File: src/rtl/assert_macros.svh
// ----------------------------------------------------------------------------
// Assertion macros
// Shared concurrent assertion forms, clocked on clk, held off during reset.
// ----------------------------------------------------------------------------
`ifndef ASSERT_MACROS_SVH
`define ASSERT_MACROS_SVH

// cons must hold in the same cycle as ante
`define SFSG_ASSERT_IMPL(lbl, ante, cons) \
  lbl: assert property (@(posedge clk) disable iff (!rst_n) (ante) |-> (cons)) \
    else $error("slope field segment generator: assertion failed");

// cons must hold in the cycle after ante
`define SFSG_ASSERT_NEXT(lbl, ante, cons) \
  lbl: assert property (@(posedge clk) disable iff (!rst_n) (ante) |=> (cons)) \
    else $error("slope field segment generator: assertion failed");

`endif

File: src/rtl/sfsg_pkg.sv
// ----------------------------------------------------------------------------
// sfsg_pkg
// Types, constants and helpers for the slope field segment generator.
// ----------------------------------------------------------------------------
`default_nettype none

package sfsg_pkg;

  localparam int MAX_DEGREE_DEF = 3;
  localparam int PIX_W     = 10;
  localparam int COEF_W    = 16;
  localparam int ACC_W     = 48;
  localparam int CRD_W     = 16;
  localparam int OUT_W     = 15;
  localparam int DIV_BITS  = 9;

  // Window of 600 pixels spans 100 plot units: q = (256p + 3) / 6.
  localparam int WIN_PIX   = 600;
  localparam int RECIP_3   = 43691;   // ceil(2^17 / 3)
  localparam int RECIP_SH  = 17;
  localparam logic signed [CRD_W-1:0] HALF_SPAN = 16'sd12800;
  localparam logic signed [17:0] ONE_Q8 = 18'sd256;

  localparam logic signed [63:0] SAT48_HI = 64'sh0000_7FFF_FFFF_FFFF;
  localparam logic signed [63:0] SAT48_LO = 64'shFFFF_8000_0000_0000;

  typedef enum logic [1:0] {
    SEG_VERT    = 2'd0,
    SEG_SHALLOW = 2'd1,
    SEG_STEEP   = 2'd2
  } seg_case_t;

  typedef enum logic [2:0] {
    CFG_F_COEF = 3'd0,
    CFG_G_COEF = 3'd1,
    CFG_F_DEG  = 3'd2,
    CFG_G_DEG  = 3'd3
  } cfg_idx_t;

  // One Horner step in flight
  typedef struct packed {
    logic                    vld;
    logic signed [ACC_W-1:0] acc;
    logic signed [CRD_W-1:0] t;
  } poly_tok_t;

  // One quotient bit in flight
  typedef struct packed {
    logic                  vld;
    logic [ACC_W:0]        rem;
    logic [ACC_W-1:0]      den;
    logic [DIV_BITS-1:0]   quo;
  } div_tok_t;

  function automatic logic signed [ACC_W-1:0] sat48(input logic signed [63:0] v);
    logic signed [ACC_W-1:0] res;
    if (v > SAT48_HI) begin
      res = SAT48_HI[ACC_W-1:0];
    end else if (v < SAT48_LO) begin
      res = SAT48_LO[ACC_W-1:0];
    end else begin
      res = v[ACC_W-1:0];
    end
    return res;
  endfunction

  function automatic logic signed [OUT_W-1:0] sat15(input logic signed [17:0] v);
    logic signed [OUT_W-1:0] res;
    if (v > 18'sd16383) begin
      res = 15'sd16383;
    end else if (v < -18'sd16384) begin
      res = -15'sd16384;
    end else begin
      res = v[OUT_W-1:0];
    end
    return res;
  endfunction

  // Coefficient j of a packed word; out of range reads as zero
  function automatic logic signed [COEF_W-1:0] coef_pick(input logic [63:0] cw,
                                                          input int j);
    logic signed [COEF_W-1:0] res;
    if (j < 0 || j > 3) begin
      res = '0;
    end else begin
      res = cw[COEF_W*j +: COEF_W];
    end
    return res;
  endfunction

endpackage

`default_nettype wire

File: src/rtl/sfsg_div_cell.sv
// ----------------------------------------------------------------------------
// sfsg_div_cell
// One restoring division step: retire one quotient bit and shift remainder.
// ----------------------------------------------------------------------------
`default_nettype none

module sfsg_div_cell
  import sfsg_pkg::*;
(
  input  wire logic     clk,
  input  wire logic     rst_n,
  input  wire div_tok_t tok_i,
  output div_tok_t      tok_o
);

  logic           ge;
  logic [ACC_W:0] diff;
  div_tok_t       tok_r, tok_nxt;

  always_comb begin
    ge   = tok_i.rem >= {1'b0, tok_i.den};
    diff = ge ? (tok_i.rem - {1'b0, tok_i.den}) : tok_i.rem;
    tok_nxt.vld = tok_i.vld;
    tok_nxt.rem = {diff[ACC_W-1:0], 1'b0};
    tok_nxt.den = tok_i.den;
    tok_nxt.quo = {tok_i.quo[DIV_BITS-2:0], ge};
  end

  always_ff @(posedge clk) begin
    if (!rst_n) begin
      tok_r.vld <= 1'b0;
    end else begin
      tok_r.vld <= tok_nxt.vld;
    end
    tok_r.rem <= tok_nxt.rem;
    tok_r.den <= tok_nxt.den;
    tok_r.quo <= tok_nxt.quo;
  end

  assign tok_o = tok_r;

endmodule

`default_nettype wire

File: config.mk
export PLATFORM = sky130hd
export DESIGN_NAME = sfsg_div_cell
export DESIGN_NICKNAME = d
export VERILOG_FILES = /design/src/rtl/assert_macros.svh /design/src/rtl/sfsg_pkg.sv /design/src/rtl/sfsg_div_cell.sv
export SDC_FILE = /design/constraint.sdc
export NUM_CORES = 1
export LEC_CHECK = 0
export BUFFER_PORTS_ARGS = -buffer_cell sky130_fd_sc_hd__clkbuf_2
export CORE_ASPECT_RATIO = 1.1
export CORE_MARGIN = 2
export CORE_UTILIZATION = 49
export CTS_BUF_LIST = sky130_fd_sc_hd__clkbuf_16
export CTS_CLUSTER_SIZE = 28
export DETAILED_ROUTE_END_ITERATION = 7
export GPL_ROUTABILITY_DRIVEN = 0
export PLACE_DENSITY = 0.83
export SLEW_MARGIN = 0
export SYNTH_ARGS = -nofsm -noshare
export SYNTH_HDL_FRONTEND = slang
export SYNTH_SLANG_ARGS = --single-unit
File: constraint.sdc
create_clock -name clk -period 3.2 [get_ports clk]
set_input_delay 0 -clock clk [delete_from_list [all_inputs] [get_ports clk]]
set_output_delay 0 -clock clk [all_outputs]
set_load 0.005 [all_outputs]
==> flow_summary.json <==
{
  "drive_above_1_share": 0.273,
  "postPlaceCellArea_um2": 6720,
  "required_ns": 3.46,
  "place_worst_setup_slack_ns": 0.144,
  "p_leak_nw": 4.21,
  "hold-worst-slack_ns": 0.0134,
  "final_cell_area_um2": 8180,
  "drt_iter0_drc": 252,
  "setup_slack_ns": 0.114,
  "drcViolationCount": 0,
  "fp.dieArea_um2": 12000,
  "nNetsFinal": 1108,
  "cap_violations": 0,
  "holdPathEnd": "tok_o[58]$_DFF_P_",
  "status": "finished, final reports clean",
  "vias": 5722,
  "die_x_um": 105,
  "fin_crit_ns": 3.09,
  "syn_inst": 630,
  "yosys.area.top_type": "dfxtp_1",
  "dr.pass1.iters": 4,
  "multi_input_area_um2": 3110,
  "hold_class": "input port to flip-flop",
  "holdPathStages": 3,
  "path_cells": "dlygate4sd3_1 -> clkbuf_2 -> inv_2 -> ha_4 -> a21o_1 -> a21o_1 -> a21o_1 -> nor3_4 -> o21ai_2 -> a2111oi_4 -> buf_4 -> o22ai_2 -> or2_4 -> and3_1 -> o32ai_1",
  "cts_num_sinks": 106,
  "peakVddDrop_mv": 0.285,
  "cts_tree": "yes",
  "regArea_um2": 2120,
  "dp_hpwl_mm": 10.7,
  "cts.path.max_buffers": 2,
  "end_kind": "flip-flop",
  "wire_per_inst_um": 15.2,
  "htree_num_levels": 3,
  "p_total_mw": 3.70,
  "postSynthAreaPerCell_um2": 8.70,
  "grt_usage": 0.265,
  "fillCellCount": 761,
  "worstPathArrival_ns": 3.35,
  "crit_path_frequent_cell": "a21o_1",
  "cts_made_buffers": 9,
  "fin_crit_sh": 0.964,
  "yosysUniqueCellTypes": 58,
  "worstSetupStartpoint": "tok_i[19]",
  "row_count": 40,
  "drv_slew": 0,
  "die_h_um": 115,
  "synthTopCellsByArea": "dfxtp_1, ha_1, a21oi_1, a21o_1, inv_1",
  "synth.cell_area_um2": 5480,
  "cts_root_buf": "clkbuf_16",
  "setup_viol": 0,
  "ios": 216,
  "critical_path_class": "input port to flip-flop",
  "synth-seq-cells": 106,
  "start_util": 0.502,
  "grt_start_max_net_pins": 47,
  "largest_reg_flops": 106,
  "critPathLaunchType": "input port",
  "power_density_nw_per_um2": 453,
  "fin_tns_setup_ns": 0,
  "grt_pass1_wl_mm": 25.7,
  "area_growth_pct": 49.3,
  "via_per_inst": 5.18,
  "cp_slowest_cell": "dlygate4sd3_1",
  "worstHoldStart": "tok_i[9]",
  "synthesis.nets": 788,
  "grt_overflow": 0,
  "grt_antenna_before_repair": 2,
  "port_buffers": 213,
  "cp_top_family": "compound AO/OA/AOI/OAI gates",
  "clk_pin_slew_ns": 0.08,
  "synthFlopType": "dfxtp_1",
  "crit_path_max_incr_delay_ns": 0.54,
  "grt_pass1_vias": 5600,
  "hold_violations": 0,
  "cp_max_fo": 4,
  "crit_buf_inv": 4,
  "synth-seq-area-share": 0.387,
  "synth-async-reset-ratio": 0,
  "drt-total-wl_mm": 16.8,
  "yosys_warnings": 0,
  "max_freq_mhz": 324,
  "yosysTopAreaCellShare": 0.387,
  "synth_edf_count": 0,
  "drtAntennaViolNets": 0,
  "design.core.area_um2": 10900
}
-- logic make-up after synthesis --
family                   Yosys count  share of synthesized area
flip-flops                       106                      0.387
other                              1                   0.000684
multiplexers                       8                     0.0157
buffers and inverters             83                     0.0603
XOR/XNOR                          37                     0.0591
AND/OR/NAND/NOR                  160                      0.141
AO/OA/AOI/OAI                    186                      0.223
adder cells (fa/ha/maj)           49                      0.113
-- power by group --
| part | internal [mW] | switching, mW |
|---|---|---|
| clock network | 0.527 | 0.504 |
| registers | 1.49 | 0.0448 |
| logic | 0.562 | 0.577 |
| total | 2.58 | 1.13 |
-- through the flow --
| stage | util | instances |
|---|---|---|
| 2_1_floorplan | - | 630 |
| 3_3_place_gp | 0.616 | 977 |
| 3_5_place_dp | 0.616 | 977 |
| 4_1_cts | 0.738 | 1099 |
| 5_1_grt | 0.750 | 1104 |
| 6_report | 0.750 | 1105 |
-- layer usage --
layer	GRT usage	wire length, um	share of wire
met4	0.133	547	0.033
met2	0.513	8940	0.53
met1	0.273	6420	0.38
met5	0	0	0
met3	0.0476	861	0.051
-- cell usage after synthesis (all sizes together), types with 3 or more instances --
cell	n
nor2b	5
or2	3
mux2i	3
and2	3
o211ai	3
a21o	40
xor2	20
nand2	42
o21bai	4
nand4	8
nand2b	3
dfxtp	106
xnor2	17
mux2	5
a211oi	5
a221o	3
a21oi	62
nor3	8
ha	48
clkbuf	16
and4	6
nor2	54
o31ai	3
or3	4
buf	6
a31oi	12
a21boi	3
o21a	4
nand3	8
o21ai	30
inv	61
nor3b	3
and3	11
-- final cells by class --
class / count / area share
inverters: 61 / 0.0283
diodes: 3 / 0.000918
clock inverters: 7 / 0.00551
flip-flops and latches: 106 / 0.259
clock buffers: 9 / 0.0275
multi-input cells: 441 / 0.380
repair buffers: 331 / 0.276
well taps: 147 / 0.0225
-- worst max path at each step --
stage                         end  depth (start not counted)
3_5_place_dp   tok_o[104]$_DFF_P_                         15
4_1_cts        tok_o[104]$_DFF_P_                         14
2_1_floorplan   tok_o[68]$_DFF_P_                         13
3_3_place_gp   tok_o[104]$_DFF_P_                         15
5_1_grt        tok_o[101]$_DFF_P_                         15
6_report       tok_o[103]$_DFF_P_                         15
-- cell usage in the layout (no fill, tap or decap), types with 4 or more instances in the layout --
cell type / count
clkbuf_2: 213
dlygate4sd3_1: 106
dfxtp_1: 106
inv_1: 61
a21oi_1: 61
nor2_1: 54
ha_1: 46
nand2_1: 42
a21o_1: 40
o21ai_0: 23
xor2_1: 20
xnor2_1: 17
and3_1: 11
clkbuf_16: 10
buf_4: 9
nand3_1: 8
nand4_1: 8
a31oi_1: 8
nor3_1: 7
and4_1: 6
o21ai_1: 6
nor2b_1: 5
o21bai_1: 4
or3_1: 4
o21a_1: 4
mux2_1: 4
-- timing repair --
item,4_1_cts,5_1_grt
buffers inserted,0,2
gates resized for setup,0,16
endpoints found under the setup margin,0,12
hold buffers,106,0
endpoints found under the hold margin,105,0
(Power assumes the default switching activity.)
