--- src/rtl/assert_macros.svh ---
// ----------------------------------------------------------------------------
// Assertion macros
// Shared concurrent assertion forms, clocked on clk, held off during reset.
// ----------------------------------------------------------------------------
`ifndef ASSERT_MACROS_SVH
`define ASSERT_MACROS_SVH

// cons must hold in the same cycle as ante
`define SFSG_ASSERT_IMPL(lbl, ante, cons) \
  lbl: assert property (@(posedge clk) disable iff (!rst_n) (ante) |-> (cons)) \
    else $error("slope field segment generator: assertion failed");

// cons must hold in the cycle after ante
`define SFSG_ASSERT_NEXT(lbl, ante, cons) \
  lbl: assert property (@(posedge clk) disable iff (!rst_n) (ante) |=> (cons)) \
    else $error("slope field segment generator: assertion failed");

`endif

--- src/rtl/sfsg_pkg.sv ---
// ----------------------------------------------------------------------------
// sfsg_pkg
// Types, constants and helpers for the slope field segment generator.
// ----------------------------------------------------------------------------
`default_nettype none

package sfsg_pkg;

  localparam int MAX_DEGREE_DEF = 3;
  localparam int PIX_W     = 10;
  localparam int COEF_W    = 16;
  localparam int ACC_W     = 48;
  localparam int CRD_W     = 16;
  localparam int OUT_W     = 15;
  localparam int DIV_BITS  = 9;

  // Window of 600 pixels spans 100 plot units: q = (256p + 3) / 6.
  localparam int WIN_PIX   = 600;
  localparam int RECIP_3   = 43691;   // ceil(2^17 / 3)
  localparam int RECIP_SH  = 17;
  localparam logic signed [CRD_W-1:0] HALF_SPAN = 16'sd12800;
  localparam logic signed [17:0] ONE_Q8 = 18'sd256;

  localparam logic signed [63:0] SAT48_HI = 64'sh0000_7FFF_FFFF_FFFF;
  localparam logic signed [63:0] SAT48_LO = 64'shFFFF_8000_0000_0000;

  typedef enum logic [1:0] {
    SEG_VERT    = 2'd0,
    SEG_SHALLOW = 2'd1,
    SEG_STEEP   = 2'd2
  } seg_case_t;

  typedef enum logic [2:0] {
    CFG_F_COEF = 3'd0,
    CFG_G_COEF = 3'd1,
    CFG_F_DEG  = 3'd2,
    CFG_G_DEG  = 3'd3
  } cfg_idx_t;

  // One Horner step in flight
  typedef struct packed {
    logic                    vld;
    logic signed [ACC_W-1:0] acc;
    logic signed [CRD_W-1:0] t;
  } poly_tok_t;

  // One quotient bit in flight
  typedef struct packed {
    logic                  vld;
    logic [ACC_W:0]        rem;
    logic [ACC_W-1:0]      den;
    logic [DIV_BITS-1:0]   quo;
  } div_tok_t;

  function automatic logic signed [ACC_W-1:0] sat48(input logic signed [63:0] v);
    logic signed [ACC_W-1:0] res;
    if (v > SAT48_HI) begin
      res = SAT48_HI[ACC_W-1:0];
    end else if (v < SAT48_LO) begin
      res = SAT48_LO[ACC_W-1:0];
    end else begin
      res = v[ACC_W-1:0];
    end
    return res;
  endfunction

  function automatic logic signed [OUT_W-1:0] sat15(input logic signed [17:0] v);
    logic signed [OUT_W-1:0] res;
    if (v > 18'sd16383) begin
      res = 15'sd16383;
    end else if (v < -18'sd16384) begin
      res = -15'sd16384;
    end else begin
      res = v[OUT_W-1:0];
    end
    return res;
  endfunction

  // Coefficient j of a packed word; out of range reads as zero
  function automatic logic signed [COEF_W-1:0] coef_pick(input logic [63:0] cw,
                                                          input int j);
    logic signed [COEF_W-1:0] res;
    if (j < 0 || j > 3) begin
      res = '0;
    end else begin
      res = cw[COEF_W*j +: COEF_W];
    end
    return res;
  endfunction

endpackage

`default_nettype wire

--- src/rtl/sfsg_poly_cell.sv ---
// ----------------------------------------------------------------------------
// sfsg_poly_cell
// One Horner step: acc = sat(floor(acc * t / 256)) then sat(acc + c * 256).
// Two register stages; the 48x16 product is split into two partial products.
// ----------------------------------------------------------------------------
`default_nettype none

module sfsg_poly_cell
  import sfsg_pkg::*;
(
  input  wire logic                     clk,
  input  wire logic                     rst_n,
  input  wire logic signed [COEF_W-1:0] coef,
  input  wire poly_tok_t                tok_i,
  output poly_tok_t                     tok_o
);

  logic                    vld1_r;
  logic signed [40:0]      plo_r, plo_nxt;
  logic signed [39:0]      phi_r, phi_nxt;
  logic signed [CRD_W-1:0] t1_r;

  logic signed [63:0]      prod;
  logic signed [63:0]      shifted;
  logic signed [ACC_W-1:0] scaled;
  logic signed [ACC_W:0]   sum;
  poly_tok_t               tok_r, tok_nxt;

  assign plo_nxt = $signed({1'b0, tok_i.acc[23:0]}) * tok_i.t;
  assign phi_nxt = $signed(tok_i.acc[47:24]) * tok_i.t;

  always_ff @(posedge clk) begin
    if (!rst_n) begin
      vld1_r <= 1'b0;
    end else begin
      vld1_r <= tok_i.vld;
    end
    plo_r <= plo_nxt;
    phi_r <= phi_nxt;
    t1_r  <= tok_i.t;
  end

  always_comb begin
    prod    = (64'(phi_r) <<< 24) + 64'(plo_r);
    shifted = prod >>> 8;
    scaled  = sat48(shifted);
    sum     = {scaled[ACC_W-1], scaled} + {{25{coef[COEF_W-1]}}, coef, 8'b0};
    tok_nxt.vld = vld1_r;
    tok_nxt.acc = sat48(64'(sum));
    tok_nxt.t   = t1_r;
  end

  always_ff @(posedge clk) begin
    if (!rst_n) begin
      tok_r.vld <= 1'b0;
    end else begin
      tok_r.vld <= tok_nxt.vld;
    end
    tok_r.acc <= tok_nxt.acc;
    tok_r.t   <= tok_nxt.t;
  end

  assign tok_o = tok_r;

endmodule

`default_nettype wire

--- config.mk ---
export PLATFORM = sky130hd
export DESIGN_NAME = sfsg_poly_cell
export DESIGN_NICKNAME = d
export VERILOG_FILES = /design/src/rtl/assert_macros.svh /design/src/rtl/sfsg_pkg.sv /design/src/rtl/sfsg_poly_cell.sv
export SDC_FILE = /design/constraint.sdc
export NUM_CORES = 2
export LEC_CHECK = 0
export ABC_AREA = 1
export CORE_UTILIZATION = 50
export CTS_CLUSTER_DIAMETER = 60
export DETAILED_ROUTE_END_ITERATION = 10
export DONT_BUFFER_PORTS = 1
export PLACE_DENSITY = 0.66
export SLEW_MARGIN = 30
export SYNTH_ARGS = -nofsm -noshare
export SYNTH_HDL_FRONTEND = slang
export SYNTH_SLANG_ARGS = --single-unit
--- constraint.sdc ---
create_clock -name clk -period 7.8 [get_ports clk]
set_clock_uncertainty 0.15 [all_clocks]
set_input_delay 1.17 -clock clk [delete_from_list [all_inputs] [get_ports clk]]
set_output_delay 1.17 -clock clk [all_outputs]
set_load 0.02 [all_outputs]
==> results.yml <==
job:
  cap_violations: 0
cells_and_area:
  drive_gt1_share_pct: 2.30
  filler_cell_count: 7011
  area_growth_pct: 3.30
  num-nets-final: 5751
  final_area_sq_um: 37500
  final_cells: 5637
timing:
  slew_violations: 0
  finalSetupViolCount: 0
  period_minus_slack_ns: 6.59
  finalCritPeriodShare_pct: 84.5
  relSlewSlack_pct: 40.0
  whs_ns: 0.178
  hold_viol: 0
  tightestPinTransition_ns: 0.898
  grt_setup_unrepaired: "no"
  fin_tns_setup_ns: 0
  fmax_mhz: 152
setup_path:
  crit_top_cell: "fa_1"
  worst_ep_required_time_ns: 8.08
  rrSetupSlack_ns: 1.42
  crit_type: "primary input to register"
  crit_chain: "inv_1 -> or2_2 -> fa_1 -> fa_1 -> inv_1 -> fa_1 -> inv_1 -> fa_1 -> fa_1 -> inv_1 -> fa_1 -> ha_1 -> nand2_1 -> nor2_1 -> inv_1 -> nor3_1 -> nand3_1 -> nand3_1 -> nand2_1 -> nand2_1 -> a21oi_1 -> o21ai_0 -> xor2_1"
  crit_family: "adder cells"
  path_buf_inv: 5
  critPathArrivalTime_ns: 6.87
  crit_slowest_cell: "fa_1"
  start_kind: "primary input"
  critical_path.max_stage_delay_ns: 0.55
  worstPathMaxFanout: 8
  end_kind: "register"
yosys:
  syn_area_sq_um: 36300
  synth_compound_area_share_pct: 5.75
  syn_avg_cell_area_sq_um: 7.57
  ys_seq_area_share_pct: 8.54
  ys_warn_count: 0
  yosys.area_share.simple_pct: 19.2
  synthCells: 4795
  yosys_most_used_dff: "dfxtp_1"
  synth_top_area_share_pct: 37.5
  synth_mux_area_share_pct: 0
  synth_most_common_cell: "nand2_1"
  synth_xor_area_share_pct: 3.56
  yosys.area_share.adder_pct: 48.4
  ys_ff_latch: 155
  synth_top_cells_by_area: "fa_1 (38%), nand2_1 (14%), inv_1 (13%)"
  synth_top_family_by_area: "adder cells"
  synth_edf_count: 0
  synth_cell_types: 49
  synth_top_cells_by_count: "nand2_1 (1383), inv_1 (1227), fa_1 (681), ha_1 (314), nor2_1 (187)"
  synth_nets: 5873
  ys_async_sr_fraction_pct: 0
  yosysTopAreaCell: "fa_1"
cts:
  hold_buffers: 0
  cts_root_buffer: "clkbuf_16"
  tritoncts: "built"
  insertion_delay_ns: 0.50
  path_clk_slew_ns: 0.07
  cts_sinks: 155
  post_cts_buffers: 0
  cts-resized-gates: 0
  cts_buffers: 17
  cts_buffer_depth: 2
  htreeDepth: 4
placement:
  dp_hpwl_mm: 76.5
  io_buffer_count: 0
  dp_cells: 5604
  place_congestion: 0.946
  placed_cell_area_sq_um: 36900
drt:
  vias: 28900
  detail_route.wl_per_cell_um: 16.8
  drtAntennaViolNets: 0
  drt-total-wl_mm: 94.8
  route.detailed.drc: 0
  first_pass_iters: 5
  drt-initial-drc-count: 1761
  avgViaCountPerCell: 5.13
grt:
  grt_use_total_pct: 26.7
  grt_max_degree: 50
  antenna_found_initial: 1
  grt_overflow: 0
  grt_pass1_wl_mm: 156
  grt_pass1_vias: 30000
floorplanning:
  die_area_sq_um: 73700
  die_height_um: 271
  row_count: 98
  die_w_um: 271
  core_region_area_sq_um: 71700
  pin_count: 148
  initial_core_util_pct: 50.6
min_path:
  hp-class: "register to register"
status:
  status: "complete, no violations"
-- registers in the layout, indices dropped and copies added, names as in the netlist --
register,count
phi_r,40
tok_o,65
vld1_r,1
t1_r,16
plo_r,33
-- cell usage in the layout (no fill, tap or decap), types with 16 or more instances in the layout --
master,synthesis,layout
clkbuf_16,0,17
ha_1,314,314
xnor2_1,57,57
nand4_1,16,16
inv_1,1227,1227
a21oi_1,177,177
dfxtp_1,155,155
nor3_1,20,20
nor2_1,187,187
or2_2,46,46
nand2_1,1383,1383
o21ai_0,67,67
xor2_1,87,87
a31oi_1,35,35
fa_1,681,681
nand3_1,71,71
o21bai_1,18,18
-- logic make-up after synthesis --
kind of cell	count (synthesis)
and+or+nand+nor	1755
buffers and inverters	1382
adders and majority gates	995
AOI/OAI and AO/OA	362
DFF	155
xor gates and xnor gates	146
-- worst register-to-register path, stage by stage (launching register included) --
cell     delay [ns]
dfxtp_1        0.90
ha_1           0.44
nand2_1        0.11
inv_1          0.06
a21oi_1        0.26
nand2_1        0.09
a21oi_1        0.20
nand2_1        0.11
a21o_1         0.19
xnor2_2        0.25
nand2_1        0.59
buf_4          0.43
nand2_1        0.08
nand2_1        0.06
ha_1           0.42
nand2_1        0.14
nor2_1         0.16
nand4_1        0.10
nor2_1         0.11
nor2_1         0.08
o21ai_0        0.59
nand3_1        0.15
nand2_1        0.17
nand2_1        0.08
nand2_1        0.09
xor2_1         0.17
nand2_1        0.07
nand2_1        0.08
-- path summary, 6_finish.rpt --
path / cells after the start / startpoint / endpoint
worst max register to register: 27 / plo_r[40] / tok_o[57]
worst min register to register: 0 / t1_r[13] / tok_o[13]
worst min-delay path: 0 / t1_r[13] / tok_o[13]
worst max-delay path: 23 / tok_i[15] / phi_r[34]
-- layout make-up --
class / count / area [sq um] / share of cell area [%]
Multi-Input combinational cell: 3258 / 27900 / 74.4
Inverter: 1231 / 4620 / 12.3
Sequential cell: 155 / 3100 / 8.27
Tap cell: 950 / 1190 / 3.17
Clock buffer: 18 / 429 / 1.14
Clock inverter: 14 / 188 / 0.500
Timing Repair Buffer: 10 / 75.1 / 0.200
Antenna cell: 1 / 2.50 / 0.00667
-- layer usage --
| metal | vias up | GRT usage, % | share of wire, % |
|---|---|---|---|
| li1 | 13800 | - | - |
| met1 | 14100 | 37.9 | 47 |
| met2 | 943 | 42.4 | 45 |
| met3 | 116 | 4.87 | 7.0 |
| met4 | 0 | 6.00 | 1.7 |
| met5 | - | 0 | 0 |
-- stage by stage --
step / util, % / setup WS (ns)
6_report: 52.3 / 1.21
5_1_grt: 52.3 / 0.694
4_1_cts: 52.3 / 1.21
3_5_place_dp: 51.4 / 0.680
3_3_place_gp: 51.4 / 0.762
2_1_floorplan: - / 1.01
Power is not shown: default switching activity piles up to over one toggle a cycle in this logic, so the estimate is an artifact.
